[src/sv/q2e_pkg.sv]
// ----------------------------------------------------------------------------
// q2e_pkg
// shared widths, latencies, angle constants and the cordic arctangent table
// ----------------------------------------------------------------------------
package q2e_pkg;

    // number of cordic micro-rotations (valid range 8 to 24)
    localparam int CORDIC_STAGES = 16;

    // datapath widths
    localparam int QW    = 16;  // quaternion component
    localparam int PW    = 32;  // component product
    localparam int SUM_W = 34;  // sine / cosine terms in q.28
    localparam int CW    = 40;  // cordic x / y
    localparam int ZW    = 29;  // cordic angle in q.24
    localparam int AW    = 18;  // rounded angle in q3.13 before saturation
    localparam int SW    = 29;  // pitch sine term after clamp check
    localparam int NW    = 58;  // integer square root remainder / root

    // latencies
    localparam int ISQ_STEPS  = 29;
    localparam int ISQ_LAT    = ISQ_STEPS + 2;
    localparam int CORDIC_LAT = CORDIC_STAGES + 2;
    localparam int PIPE_DEPTH = 2 + ISQ_LAT + CORDIC_LAT;

    // angle constants
    localparam logic signed [ZW-1:0] PI_Q24      = ZW'(52707179);
    localparam logic signed [AW-1:0] PI_Q13      = AW'(25736);
    localparam logic signed [AW-1:0] HALF_PI_Q13 = AW'(12868);

    // sine / cosine terms of one quaternion
    typedef struct packed {
        logic signed [SUM_W-1:0] sinr;
        logic signed [SUM_W-1:0] cosr;
        logic signed [SUM_W-1:0] sinp;
        logic signed [SUM_W-1:0] siny;
        logic signed [SUM_W-1:0] cosy;
    } sums_t;

    // pitch status traveling beside the root
    typedef struct packed {
        logic clamp;
        logic pos;
    } pitch_flag_t;

    // round(atan(2^-i) * 2^24)
    function automatic logic signed [ZW-1:0] atan_q24(input int idx);
        logic signed [ZW-1:0] v;
        case (idx)
            0:       v = ZW'(13176795);
            1:       v = ZW'(7778716);
            2:       v = ZW'(4110060);
            3:       v = ZW'(2086331);
            4:       v = ZW'(1047214);
            5:       v = ZW'(524117);
            6:       v = ZW'(262123);
            7:       v = ZW'(131069);
            8:       v = ZW'(65536);
            9:       v = ZW'(32768);
            10:      v = ZW'(16384);
            11:      v = ZW'(8192);
            12:      v = ZW'(4096);
            13:      v = ZW'(2048);
            14:      v = ZW'(1024);
            15:      v = ZW'(512);
            16:      v = ZW'(256);
            17:      v = ZW'(128);
            18:      v = ZW'(64);
            19:      v = ZW'(32);
            20:      v = ZW'(16);
            21:      v = ZW'(8);
            22:      v = ZW'(4);
            23:      v = ZW'(2);
            default: v = '0;
        endcase
        return v;
    endfunction

endpackage

[src/sv/q2e_isqrt.sv]
// ----------------------------------------------------------------------------
// q2e_isqrt
// pitch cosine: clamp check, square of the sine term, then a pipelined
// restoring integer square root of 2^56 - sinp^2, one root bit per stage
// ----------------------------------------------------------------------------
module q2e_isqrt (
    input  logic                             clk,
    input  logic                             en,
    input  logic signed [q2e_pkg::SUM_W-1:0] sinp,
    output logic signed [q2e_pkg::SW-1:0]    sinp_out,
    output logic        [q2e_pkg::SW-1:0]    root,
    output q2e_pkg::pitch_flag_t             flag
);

    localparam int NW    = q2e_pkg::NW;
    localparam int SW    = q2e_pkg::SW;
    localparam int STEPS = q2e_pkg::ISQ_STEPS;
    localparam logic signed [q2e_pkg::SUM_W-1:0] ONE_Q28 = q2e_pkg::SUM_W'(1) <<< 28;
    localparam logic [NW-1:0] ONE_Q56 = NW'(1) << 56;

    typedef struct packed {
        logic        [NW-1:0] n;
        logic        [NW-1:0] r;
        logic signed [SW-1:0] s;
        q2e_pkg::pitch_flag_t f;
    } root_t;

    logic        [27:0] mag;
    logic        [27:0] hh_reg, hl_reg, ll_reg;
    logic signed [SW-1:0] sq_s_reg;
    q2e_pkg::pitch_flag_t sq_f_reg, sq_f_next;
    logic [NW-1:0] s2;
    root_t stg_reg [0:STEPS];

    // clamp check and split square
    always_comb
    begin
        sq_f_next.clamp = (sinp >= ONE_Q28) || (sinp <= -ONE_Q28);
        sq_f_next.pos   = (sinp > 0);
        mag = sinp[q2e_pkg::SUM_W-1] ? 28'(-sinp) : sinp[27:0];
    end

    always_ff @(posedge clk)
    begin
        if (en)
        begin
            hh_reg   <= 28'(mag[27:14]) * 28'(mag[27:14]);
            hl_reg   <= 28'(mag[27:14]) * 28'(mag[13:0]);
            ll_reg   <= 28'(mag[13:0]) * 28'(mag[13:0]);
            sq_s_reg <= sinp[SW-1:0];
            sq_f_reg <= sq_f_next;
        end
    end

    // radicand
    assign s2 = (NW'(hh_reg) << 28) + (NW'(hl_reg) << 15) + NW'(ll_reg);

    always_ff @(posedge clk)
    begin
        if (en)
        begin
            stg_reg[0].n <= ONE_Q56 - s2;
            stg_reg[0].r <= '0;
            stg_reg[0].s <= sq_s_reg;
            stg_reg[0].f <= sq_f_reg;
        end
    end

    // one root bit per stage
    for (genvar k = 0; k < STEPS; k++)
    begin : g_step
        localparam logic [NW-1:0] BIT = NW'(1) << (2 * (STEPS - 1 - k));
        root_t step_next;
        logic [NW-1:0] trial;

        always_comb
        begin
            step_next = stg_reg[k];
            trial     = stg_reg[k].r + BIT;
            if (stg_reg[k].n >= trial)
            begin
                step_next.n = stg_reg[k].n - trial;
                step_next.r = (stg_reg[k].r >> 1) + BIT;
            end
            else
            begin
                step_next.r = stg_reg[k].r >> 1;
            end
        end

        always_ff @(posedge clk)
        begin
            if (en)
            begin
                stg_reg[k+1] <= step_next;
            end
        end
    end

    assign root     = stg_reg[STEPS].r[SW-1:0];
    assign sinp_out = stg_reg[STEPS].s;
    assign flag     = stg_reg[STEPS].f;

endmodule

[config.mk]
export PLATFORM = sky130hd
export DESIGN_NAME = q2e_isqrt
export DESIGN_NICKNAME = d
export VERILOG_FILES = /design/src/sv/q2e_pkg.sv /design/src/sv/q2e_isqrt.sv
export SDC_FILE = /design/constraint.sdc
export NUM_CORES = 2
export LEC_CHECK = 0
export BUFFER_PORTS_ARGS = -buffer_cell sky130_fd_sc_hd__buf_4
export CORE_MARGIN = 5
export CORE_UTILIZATION = 48
export DETAILED_ROUTE_END_ITERATION = 12
export GPL_TIMING_DRIVEN = 0
export PLACE_DENSITY = 0.66
export SYNTH_ARGS = -nofsm -noshare
export SYNTH_HDL_FRONTEND = slang
export SYNTH_MEMORY_MAX_BITS = 65536
export SYNTH_SLANG_ARGS = --single-unit
[constraint.sdc]
create_clock -name clk -period 10.45 [get_ports clk]
set_input_delay 1.045 -clock clk [delete_from_list [all_inputs] [get_ports clk]]
set_output_delay 1.045 -clock clk [all_outputs]
set_load 0.05 [all_outputs]
### Word-level counts from Yosys, hierarchy flattened

Memory sizes are Yosys's and may differ from the RTL's.
Index checks and enable logic that the tools add are counted.

* output and inout bits: 60
* memories: 1
* memory bits (writable): 4410
* word-level logic and storage cells: 195
* register bits: 115
* input bits: 36

Memories
* stg_reg: depth 30, width 147, read ports 30, clocked after memory_dff 0, write ports 30, RTL line q2e_isqrt.sv:33 `root_t stg_reg [0:STEPS];`

* $add $sub $neg: 91
* $lt $le $gt $ge: 32
* reduce and logical (&&, ||, !) cells: 1
* muxes and demuxes: 61
* multipliers: 3

Operator list (count)
* 58-bit two-way mux: 58
* 58-bit greater-or-equal comparator: 29
* 58-bit subtractor: 29
* 14-bit by 14-bit multiplier with 28-bit output: 3
* 57-bit by 1-bit adder with 58-bit output (second input constant): 1
* 57-bit by 11-bit adder with 58-bit output (second input constant): 1
* 57-bit by 13-bit adder with 58-bit output (second input constant): 1
* 57-bit by 15-bit adder with 58-bit output (second input constant): 1
* 57-bit by 17-bit adder with 58-bit output (second input constant): 1
* 57-bit by 19-bit adder with 58-bit output (second input constant): 1
* 57-bit by 21-bit adder with 58-bit output (second input constant): 1
* 57-bit by 23-bit adder with 58-bit output (second input constant): 1
* 57-bit by 25-bit adder with 58-bit output (second input constant): 1
* 57-bit by 27-bit adder with 58-bit output (second input constant): 1
* 57-bit by 28-bit adder with 58-bit output: 1
* 57-bit by 29-bit adder with 58-bit output (second input constant): 1
* 57-bit by 3-bit adder with 58-bit output (second input constant): 1
* 57-bit by 31-bit adder with 58-bit output (second input constant): 1
* 57-bit by 33-bit adder with 58-bit output (second input constant): 1
* 57-bit by 35-bit adder with 58-bit output (second input constant): 1
* 57-bit by 37-bit adder with 58-bit output (second input constant): 1
* 57-bit by 39-bit adder with 58-bit output (second input constant): 1
* 57-bit by 41-bit adder with 58-bit output (second input constant): 1
* 57-bit by 43-bit adder with 58-bit output (second input constant): 1
* other kinds (48): 49

### Depth between registers and ports, before layout

* depth after elaboration: 3
* depth in mapped cells: 36
* depth with buffers taken out: 32

### Worst setup path before layout

OpenSTA, ideal clock, no wires.

* path kind: input -> register
* start point: input port sinp[0] (netlist bit)
* end point: register hl_reg[27] (data pin)
* setup slack: 731 ps
* cell stages on the path: 34
* path buffers: 4
* data arrival time: 9459 ps
* required time: 10190 ps
* setup time: 260 ps
* cells stage by stage: clkbuf_1 -> inv_1 -> clkbuf_1 -> clkbuf_1 -> ha_1 -> nor3b_1 -> nand2_1 -> or4_4 -> or3_4 -> o21ai_0 -> xor2_1 -> clkbuf_1 -> nor2_1 -> fa_1 -> inv_1 -> fa_1 -> inv_1 -> fa_1 -> fa_1 -> fa_1 -> inv_1 -> fa_1 -> inv_1 -> ha_1 -> a21o_1 -> a21o_1 -> o21ai_0 -> a31oi_1 -> a31oi_1 -> a21oi_1 -> a221o_1 -> a211o_1 -> a31oi_1 -> xnor2_1

* longest elaborated chain between the ends: 3

RTL lines
* start, declared: RTL line q2e_isqrt.sv:9 `input logic signed [q2e_pkg::SUM_W-1:0] sinp,`
* 28-bit negation: RTL line q2e_isqrt.sv:40 `mag = sinp[q2e_pkg::SUM_W-1] ? 28'(-sinp) : sinp[27:0];`
* 28-bit two-way mux *: RTL line q2e_isqrt.sv:40
* 14-bit by 14-bit multiplier with 28-bit output *: RTL line q2e_isqrt.sv:48 `hl_reg <= 28'(mag[27:14]) * 28'(mag[13:0]);`
* end signal, assigned: RTL line q2e_isqrt.sv:48
* end, declared: RTL line q2e_isqrt.sv:29 `logic [27:0] hh_reg, hl_reg, ll_reg;`

Mark *: on every way between the ends. The rest lies on a longest branch, timed or not.
A chain may end at the register's enable or synchronous reset.

### Worst setup path in the final report

* start point: input port sinp[33] (netlist bit)
* end point: register hl_reg[24] (data pin)

* longest elaborated chain between the ends: 2

RTL lines (RTL line)
* 28-bit two-way mux: q2e_isqrt.sv:40
* 14-bit by 14-bit multiplier with 28-bit output: q2e_isqrt.sv:48

Every way passes these cells.

==> summary.md <==
| Metric | Value |
|---|---|
| Final Cycle Share | 0.9770 |
| Share of flip-flops with an asynchronous set or reset | 0 |
| Peak VDD IR | 1118 uV |
| Cts bufs inserted | 327 |
| DR vias | 89460 |
| Flops & latches, synth | 3101 |
| Syn_area_per_cell | 13.21 sq um |
| Worst Hold Margin | 372.8 ps |
| Max-cap violations | 0 |
| CP Capture Type | flip-flop |
| Register area share after synthesis | 0.6154 |
| GRT Total Usage | 0.2075 |
| RSZ-0062 raised after global routing | false |
| Antenna violations before repair | 16 |
| DR WL/cell | 20.98 um |
| Max frequency | 97.95 MHz |
| Fillers | 25970 |
| Tmin final | 10210 ps |
| Worst-path clk slew | 60 ps |
| Slew of the pin with the lowest slew margin | 1441 ps |
| Mapped Nets | 12700 |
| First-pass GRT wire length | 527200 um |
| GRT overflow | 0 |
| Worst-path fanout max | 10 |
| Final layout net count | 13150 |
| CTS tree | done |
| Layout Utilization | 0.5365 |
| Layout area overhead | 11.49% |
| Die Ht | 571.5 um |
| Max FFs per register | 2989 |
| # DRC | 0 |
| Total power | 52190 uW |
| DR pass1 iterations | 6 |
| Pin count of the biggest net entering global routing | 198 |
| Mapped Area | 151300 sq um |
| Die area | 326600 sq um |
| Longest Clk Path Bufs | 4 |
| Hold Path Class | in -> reg |
| Relative slew slack | 0.03612 |
| Leakage | 0.06619 uW |
| WP data required | 11040 ps |
| Cells after Synth | 11460 |
| Status | finished clean |
| Gpl congestion | 0.9401 |
| H-tree lvl count | 5 |
| Crit Path Category | in -> reg |
| Finish-stage setup viols | 0 |
| HPWL Detailed | 258900 um |
| Critical-path top delay cell | xor2_1 |
| CP most frequent cell | fa_1 |
| Core Area | 314500 sq um |
| Reg area | 93120 sq um |
| DRC violation total after the first TritonRoute iteration | 6626 |
| Final ANT Viol Nets | 0 |
| Routed WL | 342700 um |
| Clk root buf | clkbuf_16 |
| Critical path's largest stage delay | 1140 ps |
| Clock sink count | 3101 |
| Share of layout cells above drive strength 1 | 0.07267 |
| Multi-input logic area | 52530 sq um |
| Vias per inst | 5.478 |
| Initial core utilization | 0.4812 |
| Yosys cell types | 102 |
| CP startpoint kind | primary input |
| Vias in the first global route | 91250 |
| Max Slew Vio Count | 0 |
| YS warnings | 0 |
| # rows | 206 |
| Chip width | 571.5 um |
| IO buf count | 95 |
| Pwr per Cell Area | 309.4 nW/um^2 |
| Top-level port count | 96 |
| Final hold vios | 0 |
| CP Data Arrival Time | 10800 ps |
| Worst-Skew Late Latency | 920 ps |
| Top FF cell, synth | edfxtp_1 |
| Final Skew | 91.19 ps |
| Hold path cells | 1 |
| Worst Reg2Reg Path Length in Cells | 12 |
| Post-synth EDFFs | 3101 |
final cells by class:
class,instances,area share
inverter,1228,0.02737
timing repair inverter,1,0.00002967
clock buffer,387,0.05047
timing repair buffer,119,0.007454
multi-input combinational,6863,0.3114
antenna,7,0.0001038
tap,4160,0.03085
sequential,3101,0.5520
clock inverter,204,0.01283
buffer,261,0.007491
cells in the mapped netlist (43+ instances only):
library cell | instances | area share
a21o_1 | 286 | 0.014
a21oi_1 | 560 | 0.019
a31oi_1 | 60 | 0.0025
and3_1 | 50 | 0.0021
buf_4 | 63 | 0.0031
clkbuf_1 | 167 | 0.0041
edfxtp_1 | 3101 | 0.62
fa_1 | 374 | 0.049
ha_1 | 837 | 0.069
inv_1 | 1218 | 0.030
mux2_2 | 71 | 0.0053
nand2_1 | 738 | 0.018
nand2b_1 | 117 | 0.0048
nand3_1 | 166 | 0.0055
nand4_1 | 137 | 0.0057
nor2_1 | 729 | 0.018
nor2b_1 | 81 | 0.0033
nor3_1 | 232 | 0.0077
nor4_1 | 252 | 0.010
nor4b_1 | 43 | 0.0025
o21a_1 | 116 | 0.0058
o21ai_0 | 414 | 0.014
o21bai_1 | 52 | 0.0026
o31ai_1 | 63 | 0.0031
or3_1 | 99 | 0.0041
or4_1 | 55 | 0.0027
xnor2_1 | 503 | 0.029
xor2_1 | 344 | 0.020
routing by layer:
layer / GRT usage / part of all wire / up-vias
met1: 0.2447 / 0.39 / 44000
met5: 0 / 0.00040 / -
met4: 0.09597 / 0.052 / 20
met3: 0.03090 / 0.044 / 769
li1: - / - / 42460
met2: 0.3735 / 0.51 / 2206
repair_timing:
item / 4_1_cts / 5_1_grt
hold buffers: 0 / 0
gates cloned: 0 / 1
endpoints found under the setup margin: 32 / 19
gates resized for setup: 18 / 26
buffers inserted: 0 / 3
pin swaps: 0 / 1
layout by cell type, fill, tap and decap left out, types with 99 or more instances in the layout:
master	instances
nand3_1	166
edfxtp_1	3101
clkbuf_1	212
xnor2_1	495
nor4_1	249
nand4_1	137
a21o_1	286
nor3_1	231
inv_1	1215
xor2_1	338
a21oi_1	560
o21a_1	116
nand2_1	738
fa_1	374
nand2b_1	117
nor2_1	729
or3_1	99
ha_1	837
o21ai_0	414
buf_4	161
clkbuf_16	332
where the power goes:
part           switching [uW]  total, uW  leakage (uW)  internal (uW)
clock network            4780      11500       0.00518           6680
logic                   14400      23000        0.0310           8590
registers                1050      17700        0.0300          16700
total                   20300      52200        0.0662          31900
worst max-delay path, delay by kind of cell:
kind,cells,cell delay (ps)
fa+ha+maj,7,3500
buf+inv,8,2150
compound gates,8,2130
xor+xnor,2,1530
simple gates,3,410
cells by family (layout without fill, tap and decap cells):
kind of cell / after synthesis / count (layout) / share of synthesized area
AOI/OAI and AO/OA: 1827 / 1827 / 0.07612
xor gates and xnor gates: 850 / 850 / 0.04950
adders and majority gates: 1211 / 1211 / 0.1187
buffers and inverters: 1491 / 2200 / 0.03876
DFF: 3101 / 3101 / 0.6154
muxes: 81 / 81 / 0.005945
other: 0 / 7 / 0
and+or+nand+nor: 2894 / 2894 / 0.09559
through the flow:
stage	setup WS (ps)	setup TNS, ps	area (sq um)	instances
floorplan	730.9	0	151300	11460
global placement	-19380	-	157200	15710
detailed placement	-2452	-62510	157800	15730
CTS	-24.25	-31.67	168600	16320
global route	12.89	0	168700	16330
finish	240.8	0	168700	16330
worst paths after layout:
kind	startpoint	end	slack, ps
setup / recovery	sinp[33]	hl_reg[24]	240
hold / removal	sinp[28]	sq_s_reg[28]	370
setup reg to reg	stg_reg[6][58]	stg_reg[6][265]	5160
hold reg to reg	stg_reg[4][312]	stg_reg[4][459]	380
(Power assumes the default switching activity.)
